File: src/rtl/core/rcc_pkg.sv
// Shared types and constants for the RTT-clustering congestion window controller.
// No dependencies; imported by every module of the block.
`default_nettype none
package rcc_pkg;
	localparam int DEPTH     = 64;
	localparam int ADDR_W    = $clog2(DEPTH);
	localparam int CNT_W     = $clog2(DEPTH + 1);
	localparam int FRAC      = 8;
	localparam int RTT_W     = 16;
	localparam int WIN_W     = 24;
	localparam int ALPHA_W   = 17;
	localparam int CEN_W     = 24;
	localparam int SUM_W     = RTT_W + CNT_W;
	localparam int DIVD_W    = SUM_W + FRAC;
	localparam int ALPHA_ONE = 65536;
	localparam int CFG_IDX_W = 2;

	localparam logic [CFG_IDX_W-1:0] CFG_INIT_CWND    = 2'd0;
	localparam logic [CFG_IDX_W-1:0] CFG_CWND_MAX     = 2'd1;
	localparam logic [CFG_IDX_W-1:0] CFG_ALPHA_THRESH = 2'd2;
	localparam logic [CFG_IDX_W-1:0] CFG_BACKLOG_LEN  = 2'd3;

	typedef struct packed {
		logic [RTT_W-1:0] rtt_ms;
		logic             loss;
		logic [WIN_W-1:0] in_flight_bytes;
	} item_t;

	typedef struct packed {
		logic [WIN_W-1:0]   init_cwnd;
		logic [WIN_W-1:0]   cwnd_max;
		logic [ALPHA_W-1:0] alpha_thresh;
		logic [6:0]         backlog_len;
	} cfg_t;

	typedef enum logic [3:0] {
		ST_IDLE, ST_INSERT, ST_WALK, ST_DIV_START, ST_DIV_WAIT,
		ST_UPDATE, ST_MUL, ST_WIN, ST_DONE
	} state_t;
endpackage
`default_nettype wire

File: src/rtl/core/rtt_cluster_cwnd_controller_top.sv
// Top level of the RTT-clustering congestion window controller.
// Depends on rcc_pkg, rcc_front, rcc_back (which uses rcc_div).
//
// One ACK transaction in gives one result transaction out. A loss report goes
// straight to the window update, without a backlog write. Without loss, the
// sample is written to the backlog; once both centroids exist, there follows
// one pass over the backlog memory (up to 64 entries held) to label samples,
// then three serial divisions (two centroid means, the high share) on one
// bit-per-cycle divider. A two-entry queue takes new ACKs while the back end
// is busy, and the result register holds a finished result while the next
// ACK is processed. The backlog needs no clearing after reset. Configuration
// is written through cfg_valid/cfg_ready (always ready) with cfg_index 0..3 =
// init_cwnd, cwnd_max, alpha_thresh, backlog_len; write only while idle.
// init_cwnd sets the window floor; the window itself resets to 14600 bytes.
`default_nettype none
module rtt_cluster_cwnd_controller_top (
	input  wire logic                              clk,
	input  wire logic                              arst_n,
	input  wire logic                              in_valid,
	output logic                                   in_stall,
	input  wire logic [15:0]                       rtt_ms,
	input  wire logic                              loss,
	input  wire logic [23:0]                       in_flight_bytes,
	output logic                                   out_valid,
	input  wire logic                              out_stall,
	output logic [23:0]                            cwnd_size,
	output logic [23:0]                            cwnd_free,
	output logic [16:0]                            alpha_q16,
	output logic [23:0]                            centroid_low,
	output logic [23:0]                            centroid_high,
	output logic [1:0]                             centroids_valid,
	input  wire logic                              cfg_valid,
	output logic                                   cfg_ready,
	input  wire logic [rcc_pkg::CFG_IDX_W-1:0]     cfg_index,
	input  wire logic [23:0]                       cfg_data
);
	import rcc_pkg::*;

	cfg_t  cfg_q;
	item_t in_item, q_item;
	logic  q_valid, q_pop;

	assign cfg_ready = 1'b1;
	assign in_item   = '{rtt_ms: rtt_ms, loss: loss, in_flight_bytes: in_flight_bytes};

	// configuration registers
	always_ff @(posedge clk or negedge arst_n) begin
		if (!arst_n) begin
			cfg_q.init_cwnd    <= WIN_W'(14600);
			cfg_q.cwnd_max     <= WIN_W'(1048576);
			cfg_q.alpha_thresh <= ALPHA_W'(32768);
			cfg_q.backlog_len  <= 7'd64;
		end else if (cfg_valid && cfg_ready) begin
			unique case (cfg_index)
				CFG_INIT_CWND:    cfg_q.init_cwnd    <= cfg_data;
				CFG_CWND_MAX:     cfg_q.cwnd_max     <= cfg_data;
				CFG_ALPHA_THRESH: cfg_q.alpha_thresh <= cfg_data[ALPHA_W-1:0];
				CFG_BACKLOG_LEN:  cfg_q.backlog_len  <= cfg_data[6:0];
				default:          ;
			endcase
		end
	end

	rcc_front u_front (
		.clk      (clk),
		.arst_n   (arst_n),
		.in_valid (in_valid),
		.in_stall (in_stall),
		.in_item  (in_item),
		.q_valid  (q_valid),
		.q_item   (q_item),
		.q_pop    (q_pop)
	);

	rcc_back u_back (
		.clk             (clk),
		.arst_n          (arst_n),
		.cfg             (cfg_q),
		.q_valid         (q_valid),
		.q_item          (q_item),
		.q_pop           (q_pop),
		.out_valid       (out_valid),
		.out_stall       (out_stall),
		.cwnd_size       (cwnd_size),
		.cwnd_free       (cwnd_free),
		.alpha_q16       (alpha_q16),
		.centroid_low    (centroid_low),
		.centroid_high   (centroid_high),
		.centroids_valid (centroids_valid)
	);

	// free bytes never exceed the window
	a_free_le_win: assert property (@(posedge clk) disable iff (!arst_n)
		out_valid |-> cwnd_free <= cwnd_size) else $error("cwnd_free above cwnd_size");

	// alpha is a share, at most 1.0
	a_alpha_range: assert property (@(posedge clk) disable iff (!arst_n)
		out_valid |-> alpha_q16 <= 17'd65536) else $error("alpha above one");

	// a high centroid is reported only once both are established
	a_hi_seeded: assert property (@(posedge clk) disable iff (!arst_n)
		(out_valid && centroids_valid != 2'd2) |-> centroid_high == 24'd0)
		else $error("high centroid before seeding");
endmodule
`default_nettype wire

File: src/rtl/core/rcc_front.sv
// Front end: accepts ACK transactions into a two-entry queue for the back end.
// Depends on rcc_pkg.
`default_nettype none
module rcc_front (
	input  wire logic          clk,
	input  wire logic          arst_n,
	input  wire logic          in_valid,
	output logic               in_stall,
	input  wire rcc_pkg::item_t in_item,
	output logic               q_valid,
	output rcc_pkg::item_t     q_item,
	input  wire logic          q_pop
);
	import rcc_pkg::*;

	item_t      buf_q [2];
	logic       wptr_q, rptr_q;
	logic [1:0] cnt_q;
	logic       push;

	assign in_stall = (cnt_q == 2'd2);
	assign push     = in_valid && !in_stall;
	assign q_valid  = (cnt_q != 2'd0);
	assign q_item   = buf_q[rptr_q];

	always_ff @(posedge clk) begin
		if (push) begin
			buf_q[wptr_q] <= in_item;
		end
	end

	always_ff @(posedge clk or negedge arst_n) begin
		if (!arst_n) begin
			wptr_q <= 1'b0;
			rptr_q <= 1'b0;
			cnt_q  <= 2'd0;
		end else begin
			if (push) begin
				wptr_q <= ~wptr_q;
			end
			if (q_pop && q_valid) begin
				rptr_q <= ~rptr_q;
			end
			cnt_q <= cnt_q + 2'(push) - 2'(q_pop && q_valid);
		end
	end
endmodule
`default_nettype wire

File: src/rtl/core/rcc_div.sv
// Restoring divider, one quotient bit per cycle, shared by the back end.
// Depends on rcc_pkg.
`default_nettype none
module rcc_div (
	input  wire logic                       clk,
	input  wire logic                       arst_n,
	input  wire logic                       start,
	input  wire logic [rcc_pkg::DIVD_W-1:0] dividend,
	input  wire logic [rcc_pkg::CNT_W-1:0]  divisor,
	output logic                            done,
	output logic [rcc_pkg::DIVD_W-1:0]      quotient
);
	import rcc_pkg::*;

	localparam int STEP_W = $clog2(DIVD_W + 1);

	logic [DIVD_W-1:0] num_q;
	logic [CNT_W:0]    rem_q;
	logic [CNT_W-1:0]  den_q;
	logic [STEP_W-1:0] step_q;
	logic              busy_q;
	logic [CNT_W+1:0]  rem_sh;
	logic              fits;

	assign rem_sh   = {rem_q, num_q[DIVD_W-1]};
	assign fits     = rem_sh >= (CNT_W+2)'(den_q);
	assign quotient = num_q;

	always_ff @(posedge clk or negedge arst_n) begin
		if (!arst_n) begin
			busy_q <= 1'b0;
			done   <= 1'b0;
			step_q <= '0;
		end else begin
			done <= 1'b0;
			if (start) begin
				busy_q <= 1'b1;
				step_q <= STEP_W'(DIVD_W);
			end else if (busy_q) begin
				step_q <= step_q - 1'b1;
				if (step_q == STEP_W'(1)) begin
					busy_q <= 1'b0;
					done   <= 1'b1;
				end
			end
		end
	end

	always_ff @(posedge clk) begin
		if (start) begin
			num_q <= dividend;
			den_q <= divisor;
			rem_q <= '0;
		end else if (busy_q) begin
			num_q <= {num_q[DIVD_W-2:0], fits};
			rem_q <= fits ? (CNT_W+1)'(rem_sh - (CNT_W+2)'(den_q)) : rem_sh[CNT_W:0];
		end
	end
endmodule
`default_nettype wire

File: src/rtl/core/rcc_back.sv
// Back end: backlog memory, centroid seeding, clustering walk, divisions and
// window update, with the output register. Depends on rcc_pkg and rcc_div.
`default_nettype none
module rcc_back (
	input  wire logic               clk,
	input  wire logic               arst_n,
	input  wire rcc_pkg::cfg_t      cfg,
	input  wire logic               q_valid,
	input  wire rcc_pkg::item_t     q_item,
	output logic                    q_pop,
	output logic                    out_valid,
	input  wire logic               out_stall,
	output logic [23:0]             cwnd_size,
	output logic [23:0]             cwnd_free,
	output logic [16:0]             alpha_q16,
	output logic [23:0]             centroid_low,
	output logic [23:0]             centroid_high,
	output logic [1:0]              centroids_valid
);
	import rcc_pkg::*;

	localparam int SW = ADDR_W + 1;

	state_t state_q, state_d;
	item_t  item_q;

	logic [RTT_W-1:0]   mem [DEPTH];
	logic [RTT_W-1:0]   rd_data_q;
	logic               rd_vld_q;
	logic [ADDR_W-1:0]  head_q;
	logic [CNT_W-1:0]   fill_q, k_q;
	logic [WIN_W-1:0]   cwnd_q;
	logic [ALPHA_W-1:0] alpha_q, alpha_new_q;
	logic [CEN_W-1:0]   cen_lo_q, cen_hi_q, spread_q, a0_q, a1_q;
	logic [1:0]         ccount_q;
	logic [SUM_W-1:0]   sum_lo_q, sum_hi_q;
	logic [CNT_W-1:0]   n_lo_q, n_hi_q;
	logic [1:0]         div_sel_q;
	logic [41:0]        prod_q;
	logic               shrink_q;

	logic               pop, wr_en, div_start, issue, walk_end, load_out;
	logic [CNT_W-1:0]   lim, fill_next;
	logic [SW-1:0]      slot;
	logic [ADDR_W-1:0]  rd_addr;
	logic [CEN_W-1:0]   x, xr, dlo, dhi, a0, a1, dspr;
	logic [27:0]        x10, lo11, lo9;
	logic               lab;
	logic [DIVD_W-1:0]  dividend, quotient;
	logic [CNT_W-1:0]   divisor;
	logic               div_done;
	logic [WIN_W:0]     shr;

	// clamp of the backlog length register
	always_comb begin
		if (cfg.backlog_len == 7'd0) begin
			lim = CNT_W'(1);
		end else if (CNT_W'(cfg.backlog_len) > CNT_W'(DEPTH)) begin
			lim = CNT_W'(DEPTH);
		end else begin
			lim = CNT_W'(cfg.backlog_len);
		end
		fill_next = (fill_q + 1'b1 > lim) ? lim : fill_q + 1'b1;
	end

	// entry k places before the newest
	always_comb begin
		slot = SW'(head_q) + SW'(DEPTH) - SW'(k_q) - SW'(1);
		if (slot >= SW'(DEPTH)) begin
			slot = slot - SW'(DEPTH);
		end
		rd_addr = slot[ADDR_W-1:0];
	end

	assign issue    = (state_q == ST_WALK) && (k_q < fill_q);
	assign walk_end = (state_q == ST_WALK) && !issue && !rd_vld_q;

	assign x    = CEN_W'({item_q.rtt_ms, FRAC'(0)});
	assign x10  = 28'(x) * 28'd10;
	assign lo11 = 28'(cen_lo_q) * 28'd11;
	assign lo9  = 28'(cen_lo_q) * 28'd9;

	assign xr  = CEN_W'({rd_data_q, FRAC'(0)});
	assign dlo = (xr > cen_lo_q) ? xr - cen_lo_q : cen_lo_q - xr;
	assign dhi = (xr > cen_hi_q) ? xr - cen_hi_q : cen_hi_q - xr;
	assign lab = !(dlo <= dhi);

	always_comb begin
		case (div_sel_q)
			2'd0: begin
				dividend = {sum_lo_q, FRAC'(0)};
				divisor  = n_lo_q;
			end
			2'd1: begin
				dividend = {sum_hi_q, FRAC'(0)};
				divisor  = n_hi_q;
			end
			default: begin
				dividend = DIVD_W'({n_hi_q, 16'd0});
				divisor  = fill_q;
			end
		endcase
	end

	rcc_div u_div (
		.clk      (clk),
		.arst_n   (arst_n),
		.start    (div_start),
		.dividend (dividend),
		.divisor  (divisor),
		.done     (div_done),
		.quotient (quotient)
	);

	assign a0   = (n_lo_q != '0) ? a0_q : cen_lo_q;
	assign a1   = (n_hi_q != '0) ? a1_q : cen_hi_q;
	assign dspr = (a0 > a1) ? a0 - a1 : a1 - a0;
	assign shr  = prod_q[41:17];

	// next state
	always_comb begin
		state_d = state_q;
		unique case (state_q)
			ST_IDLE:      if (q_valid) state_d = q_item.loss ? ST_MUL : ST_INSERT;
			ST_INSERT:    state_d = (ccount_q == 2'd2) ? ST_WALK : ST_MUL;
			ST_WALK:      if (walk_end) state_d = ST_DIV_START;
			ST_DIV_START: state_d = ST_DIV_WAIT;
			ST_DIV_WAIT: begin
				if (div_done) begin
					state_d = (div_sel_q == 2'd2) ? ST_UPDATE : ST_DIV_START;
				end
			end
			ST_UPDATE:    state_d = ST_MUL;
			ST_MUL:       state_d = ST_WIN;
			ST_WIN:       state_d = ST_DONE;
			ST_DONE:      if (!out_valid || !out_stall) state_d = ST_IDLE;
			default:      state_d = ST_IDLE;
		endcase
	end

	// control outputs
	always_comb begin
		pop       = 1'b0;
		wr_en     = 1'b0;
		div_start = 1'b0;
		load_out  = 1'b0;
		unique case (state_q)
			ST_IDLE:      pop = q_valid;
			ST_INSERT:    wr_en = 1'b1;
			ST_DIV_START: div_start = 1'b1;
			ST_DONE:      load_out = !out_valid || !out_stall;
			default:      ;
		endcase
	end
	assign q_pop = pop;

	always_ff @(posedge clk) begin
		if (wr_en) begin
			mem[head_q] <= item_q.rtt_ms;
		end
		rd_data_q <= mem[rd_addr];
	end

	always_ff @(posedge clk) begin
		if (pop) begin
			item_q <= q_item;
		end
		if (state_q == ST_INSERT) begin
			sum_lo_q <= '0;
			sum_hi_q <= '0;
			n_lo_q   <= '0;
			n_hi_q   <= '0;
			k_q      <= '0;
			div_sel_q <= 2'd0;
		end
		if (issue) begin
			k_q <= k_q + 1'b1;
		end
		if (rd_vld_q) begin
			if (lab) begin
				sum_hi_q <= sum_hi_q + SUM_W'(rd_data_q);
				n_hi_q   <= n_hi_q + 1'b1;
			end else begin
				sum_lo_q <= sum_lo_q + SUM_W'(rd_data_q);
				n_lo_q   <= n_lo_q + 1'b1;
			end
		end
		if (state_q == ST_DIV_WAIT && div_done) begin
			case (div_sel_q)
				2'd0:    a0_q <= CEN_W'(quotient);
				2'd1:    a1_q <= CEN_W'(quotient);
				default: alpha_new_q <= ALPHA_W'(quotient);
			endcase
			div_sel_q <= div_sel_q + 1'b1;
		end
		if (state_q == ST_MUL) begin
			prod_q   <= 42'(cwnd_q) * 42'(18'(2 * ALPHA_ONE) - 18'(alpha_q));
			shrink_q <= item_q.loss || (alpha_q > cfg.alpha_thresh);
		end
	end

	always_ff @(posedge clk or negedge arst_n) begin
		if (!arst_n) begin
			state_q  <= ST_IDLE;
			rd_vld_q <= 1'b0;
			head_q   <= '0;
			fill_q   <= '0;
			cwnd_q   <= WIN_W'(14600);
			alpha_q  <= ALPHA_W'(ALPHA_ONE / 2);
			cen_lo_q <= '0;
			cen_hi_q <= '0;
			spread_q <= '0;
			ccount_q <= 2'd0;
			out_valid <= 1'b0;
		end else begin
			state_q  <= state_d;
			rd_vld_q <= issue;
			if (state_q == ST_INSERT) begin
				head_q <= (head_q == ADDR_W'(DEPTH - 1)) ? '0 : head_q + 1'b1;
				fill_q <= fill_next;
				if (ccount_q == 2'd0) begin
					cen_lo_q <= x;
					ccount_q <= 2'd1;
				end else if (ccount_q == 2'd1) begin
					if (x10 > lo11) begin
						cen_hi_q <= x;
						ccount_q <= 2'd2;
					end else if (x10 < lo9) begin
						cen_hi_q <= cen_lo_q;
						cen_lo_q <= x;
						ccount_q <= 2'd2;
					end
				end
			end
			if (state_q == ST_UPDATE) begin
				if (spread_q < dspr) begin
					cen_lo_q <= a0;
					cen_hi_q <= a1;
					spread_q <= dspr;
				end
				alpha_q <= alpha_new_q;
			end
			if (state_q == ST_WIN) begin
				if (shrink_q) begin
					cwnd_q <= (shr < (WIN_W+1)'(cfg.init_cwnd)) ? cfg.init_cwnd : shr[WIN_W-1:0];
				end else if (cwnd_q < cfg.cwnd_max) begin
					cwnd_q <= cwnd_q + ((cfg.cwnd_max - cwnd_q) >> 1);
				end else begin
					cwnd_q <= cfg.cwnd_max;
				end
			end
			if (load_out) begin
				out_valid <= 1'b1;
			end else if (!out_stall) begin
				out_valid <= 1'b0;
			end
		end
	end

	always_ff @(posedge clk) begin
		if (load_out) begin
			cwnd_size       <= cwnd_q;
			cwnd_free       <= (cwnd_q > item_q.in_flight_bytes) ?
			                   cwnd_q - item_q.in_flight_bytes : '0;
			alpha_q16       <= alpha_q;
			centroid_low    <= (ccount_q >= 2'd1) ? cen_lo_q : '0;
			centroid_high   <= (ccount_q >= 2'd2) ? cen_hi_q : '0;
			centroids_valid <= ccount_q;
		end
	end
endmodule
`default_nettype wire
File: config.mk
export PLATFORM = sky130hd
export DESIGN_NAME = rtt_cluster_cwnd_controller_top
export DESIGN_NICKNAME = d
export VERILOG_FILES = /design/src/rtl/core/rcc_pkg.sv /design/src/rtl/core/rtt_cluster_cwnd_controller_top.sv /design/src/rtl/core/rcc_front.sv /design/src/rtl/core/rcc_div.sv /design/src/rtl/core/rcc_back.sv
export SDC_FILE = /design/constraint.sdc
export NUM_CORES = 2
export LEC_CHECK = 0
export BUFFER_PORTS_ARGS = -buffer_cell sky130_fd_sc_hd__buf_2
export CAP_MARGIN = 10
export CORE_MARGIN = 2
export CORE_UTILIZATION = 55
export CTS_CLUSTER_DIAMETER = 120
export DETAILED_ROUTE_END_ITERATION = 6
export GPL_ROUTABILITY_DRIVEN = 0
export GPL_TIMING_DRIVEN = 0
export PLACE_DENSITY = 0.72
export SYNTH_ARGS = -nofsm -noshare
export SYNTH_HDL_FRONTEND = slang
export SYNTH_SLANG_ARGS = --single-unit
File: constraint.sdc
create_clock -name clk -period 9.62 [get_ports clk]
set_input_delay 0.481 -clock clk [delete_from_list [all_inputs] [get_ports clk]]
set_output_delay 0.481 -clock clk [all_outputs]
set_load 0.01 [all_outputs]
==> flow_results.org <==
** Run status
- Run status :: completed

** Yosys
- Dominant cells by area after synthesis :: edfxtp_1, ha_1, fa_1
- Synth Area per Inst :: ~13 µm²
- Of the total synthesized cell area, the portion taken by XOR and XNOR cells is 0.0230.
- After synthesis the cells add up to between 90000 and 100000 µm².
- Compound-Gate Fraction of Synth Area :: 0.0843
- Cell count after synthesis :: between 7000 and 8000
- Area share of the largest cell type after synthesis :: 0.428
- Synth Net Count :: 8871
- Measured against the total synthesized area, the mux share comes to 0.0955.
- Predominant post-synthesis flop cell :: edfxtp_1
- Summed over all instances, the cell type with the most area after synthesis is edfxtp_1.
- Synthesis-stage register bit count :: between 1500 and 2000
- Fraction of the mapped netlist area in simple logic gates :: 0.0889
- Yosys warnings :: 0
- Async set-reset flop share out of synthesis :: 0.128
- After synthesis, the largest family of logic cells by area is adder cells.
- Yosys mapped a number of flops with a built-in enable equal to 1400.
- Share of the yosys chip area belonging to registers :: 0.501
- Count of distinct cell types in the synthesized netlist :: around 110
- Of the total synthesized cell area, the portion taken by full adders, half adders and majority gates is 0.163.

** Route
- In the final routed layout, each cell accounts on average for between 20 and 30 µm.
- Length of the first detailed-routing pass in iterations :: 6
- Across all layers, the routed design uses ~68000 vias.
- Number of nets still failing antenna checks after routing :: 0
- Vias per Instance :: approximately 6.3
- DRC marker count from the first detailed-route iteration :: roughly 8600
- Summed over all layers, the routed wires come to roughly 290000 µm.
- After detailed routing, the number of remaining DRC violations is 0.

** Layout
- Leaving out fill and tap cells, the most frequent cell in the layout is edfxtp_1.
- Design Area, Final :: approximately 110000 µm²
- Area Growth Syn to Fin :: 13.2%
- Fillcell total :: around 13000
- Final cell count without fillers :: about 11000
- Most frequent cells in the layout :: edfxtp_1, inv_1, ha_1, nand2_1, fa_1
- At the end of the flow, the number of nets in the layout was roughly 9400.
- Of the cells placed in the final design, the portion with a size suffix greater than 1 is 0.142.

** STA
- Final clock skew :: slightly above 0.06 ns
- Setup violations remaining at the end of the flow were counted as 0.
- The number of pins with negative max-slew slack in the final report is 0.
- The routed design could run at a clock period as short as 9.37 ns.
- Setup repair after global routing missed its margin :: true
- Worst hold-check slack :: 0.0476 ns
- For the final routed database, the setup TNS stands at 0 ns.
- Peak clock frequency supported by timing :: about 0.11 GHz
- The final hold violation count is 0.
- Headroom to the max-slew limit came out at 0.173.
- Transition time of the tightest slew-check pin :: approximately 1.2 ns
- Fin crit share :: 0.974

** Job
- Max-cap violations in this run came to 0.

** Floorplan
- During I/O placement, the number of pins put on the boundary was 190.
- Die Footprint :: about 180000 µm²
- In this run the core area contains around 160 standard-cell rows.
- The initial utilization of the core area, before any placement, comes to 0.552.
- Die height :: 427 µm
- The die is roughly 430 µm wide.
- The floorplan step defined a core boundary enclosing about 180000 µm².

** CTS
- Counting along the longest clock path gives a buffer depth of 3.
- Clock Sink Count :: about 1700
- After clock tree synthesis, the clock-pin slew on the worst setup and hold paths is ~0.06 ns.
- The H-tree generated during clock tree synthesis spans 4 levels.
- Post-CTS timing repair inserted 0 buffers for setup.
- TritonCTS built the clock tree.
- The tree is rooted in a clkbuf_16.
- Insertion delay of the later-clocked pin in the worst-skew pair :: a little under 0.9 ns
- Number of buffers added by the clock tree synthesis step :: roughly 180

** Worst setup path
- Worst EP arrival :: approximately 10 ns
- Slowest stage cell, crit path :: o21ai_1
- Crit path required time :: roughly 10 ns
- Cell type group with the largest total delay on the critical path :: compound AO/OA/AOI/OAI gates
- Crit-path max cell delay :: 0.93 ns
- Type of the setup path with the least slack :: reg -> reg
- Critical Path End Type :: register
- Buffers & Inverters on Critical Path :: 8
- The worst setup path is launched from a register.
- Along the worst path, the maximum fanout reaches 10.

** GRT
- Overflow left after global routing :: 0
- Via count of the first global-routing pass :: slightly below 70000
- The first global-routing pass estimated 428000 µm of wire.
- Entering global routing, the biggest net connects between 100 and 150 pins.
- Antenna violations before repair :: 11
- Total track usage :: 0.318

** Place
- IO buf count :: between 150 and 200
- Placed Instances :: slightly above 10000
- Placed wire-length estimate after detailed placement :: roughly 210000 µm
- Summing all placed instances gives a cell area of around 100000 µm².

** Min path
- The path class of the tightest hold or removal check is in -> reg.
==> Yosys cell counts, types with 57 or more instances <==
cell type / instances
nor2b_1: 58
nand2_1: 542
o21ai_0: 265
fa_1: 383
clkbuf_1: 262
xor2_1: 88
nor3_1: 99
a21oi_1: 337
dfxtp_1: 84
xnor2_1: 168
o21a_1: 60
nor2_1: 437
edfxtp_1: 1400
ha_1: 665
a21o_1: 154
and2_1: 261
inv_1: 838
nand3_1: 111
mux2_2: 122
mux2i_1: 78
dfrtp_1: 203
nand4_1: 57
mux4_2: 320
==> through the flow <==
stage,worst slack [ns],utilization
after floorplan,1.16,-
after global placement,-1.78,0.574
after detailed placement,-1.93,0.586
after CTS,0.00220,0.624
after global routing,-0.0825,0.625
final,0.246,0.625
==> flip-flops by register name, summed over array words and instances, names as in the netlist, 17 cells and up <==
name,cells
cfg_q,72
u_back.a0_q,24
u_back.a1_q,24
u_back.alpha_new_q,17
u_back.alpha_q,17
u_back.alpha_q16,17
u_back.cen_hi_q,24
u_back.cen_lo_q,24
u_back.centroid_high,24
u_back.centroid_low,24
u_back.cwnd_free,24
u_back.cwnd_q,24
u_back.cwnd_size,24
u_back.item_q,41
u_back.mem,1024
u_back.prod_q,25
u_back.spread_q,24
u_back.sum_hi_q,23
u_back.sum_lo_q,23
u_back.u_div.quotient,31
u_front.buf_q,82
==> final timing paths <==
path,startpoint,cells after the start,endpoint,slack [ns]
worst max-delay path,u_back.n_lo_q[0]$_DFF_P_,31,u_back.cen_hi_q[3]$_DFF_PN0_,0.25
worst min-delay path,cfg_data[5],3,cfg_q[53]$_DFFE_PN0P_,0.05
worst max register to register,u_back.n_lo_q[0]$_DFF_P_,31,u_back.cen_hi_q[3]$_DFF_PN0_,0.25
worst min register to register,u_back.alpha_new_q[5]$_DFFE_PP_,1,u_back.alpha_q[5]$_DFFE_PN0P_,0.44
max in group asynchronous,arst_n,4,u_back.spread_q[7]$_DFFE_PN0P_,8.22
min in group asynchronous,arst_n,3,u_back.cwnd_q[2]$_DFFE_PN0P_,0.26
==> worst min-delay path, stage by stage <==
cell and delay [ns]:
buf_2 0.20, nand2_1 0.09, o21ai_0 0.09
==> cell families after synthesis <==
| kind of cell | count (synthesis) |
|---|---|
| AOI/OAI and AO/OA | 1262 |
| xor gates and xnor gates | 257 |
| adders and majority gates | 1048 |
| buffers and inverters | 1159 |
| DFF | 1701 |
| muxes | 521 |
| other | 1 |
| and+or+nand+nor | 1802 |
==> metal layers <==
metal	vias up	global-route usage	wire, µm
li1	29100	-	-
met3	864	0.0636	27600
met1	33700	0.418	110000
met2	3856	0.501	133000
met5	-	0.00423	101
met4	4	0.170	17700
==> cell type report <==
type,instances,area [µm²],area share
inverter,842,3170,0.0285
clock inverter,106,1310,0.0118
tap,2355,2950,0.0265
timing repair buffer,351,3600,0.0324
buffer,316,1280,0.0115
antenna,11,27.5,0.000248
clock buffer,221,4690,0.0422
multi-input combinational,4891,45000,0.405
sequential,1701,49200,0.442
==> repair_timing <==
item | in CTS | in global routing
pin swaps | 0 | 0
hold endpoints to repair | 226 | 0
hold buffers | 67 | 0
gates resized for setup | 27 | 39
setup endpoints to repair | 25 | 43
Power is left out: the tool's default activity adds up to more than one toggle a clock period on the data nets, which glitch-free logic cannot reach.
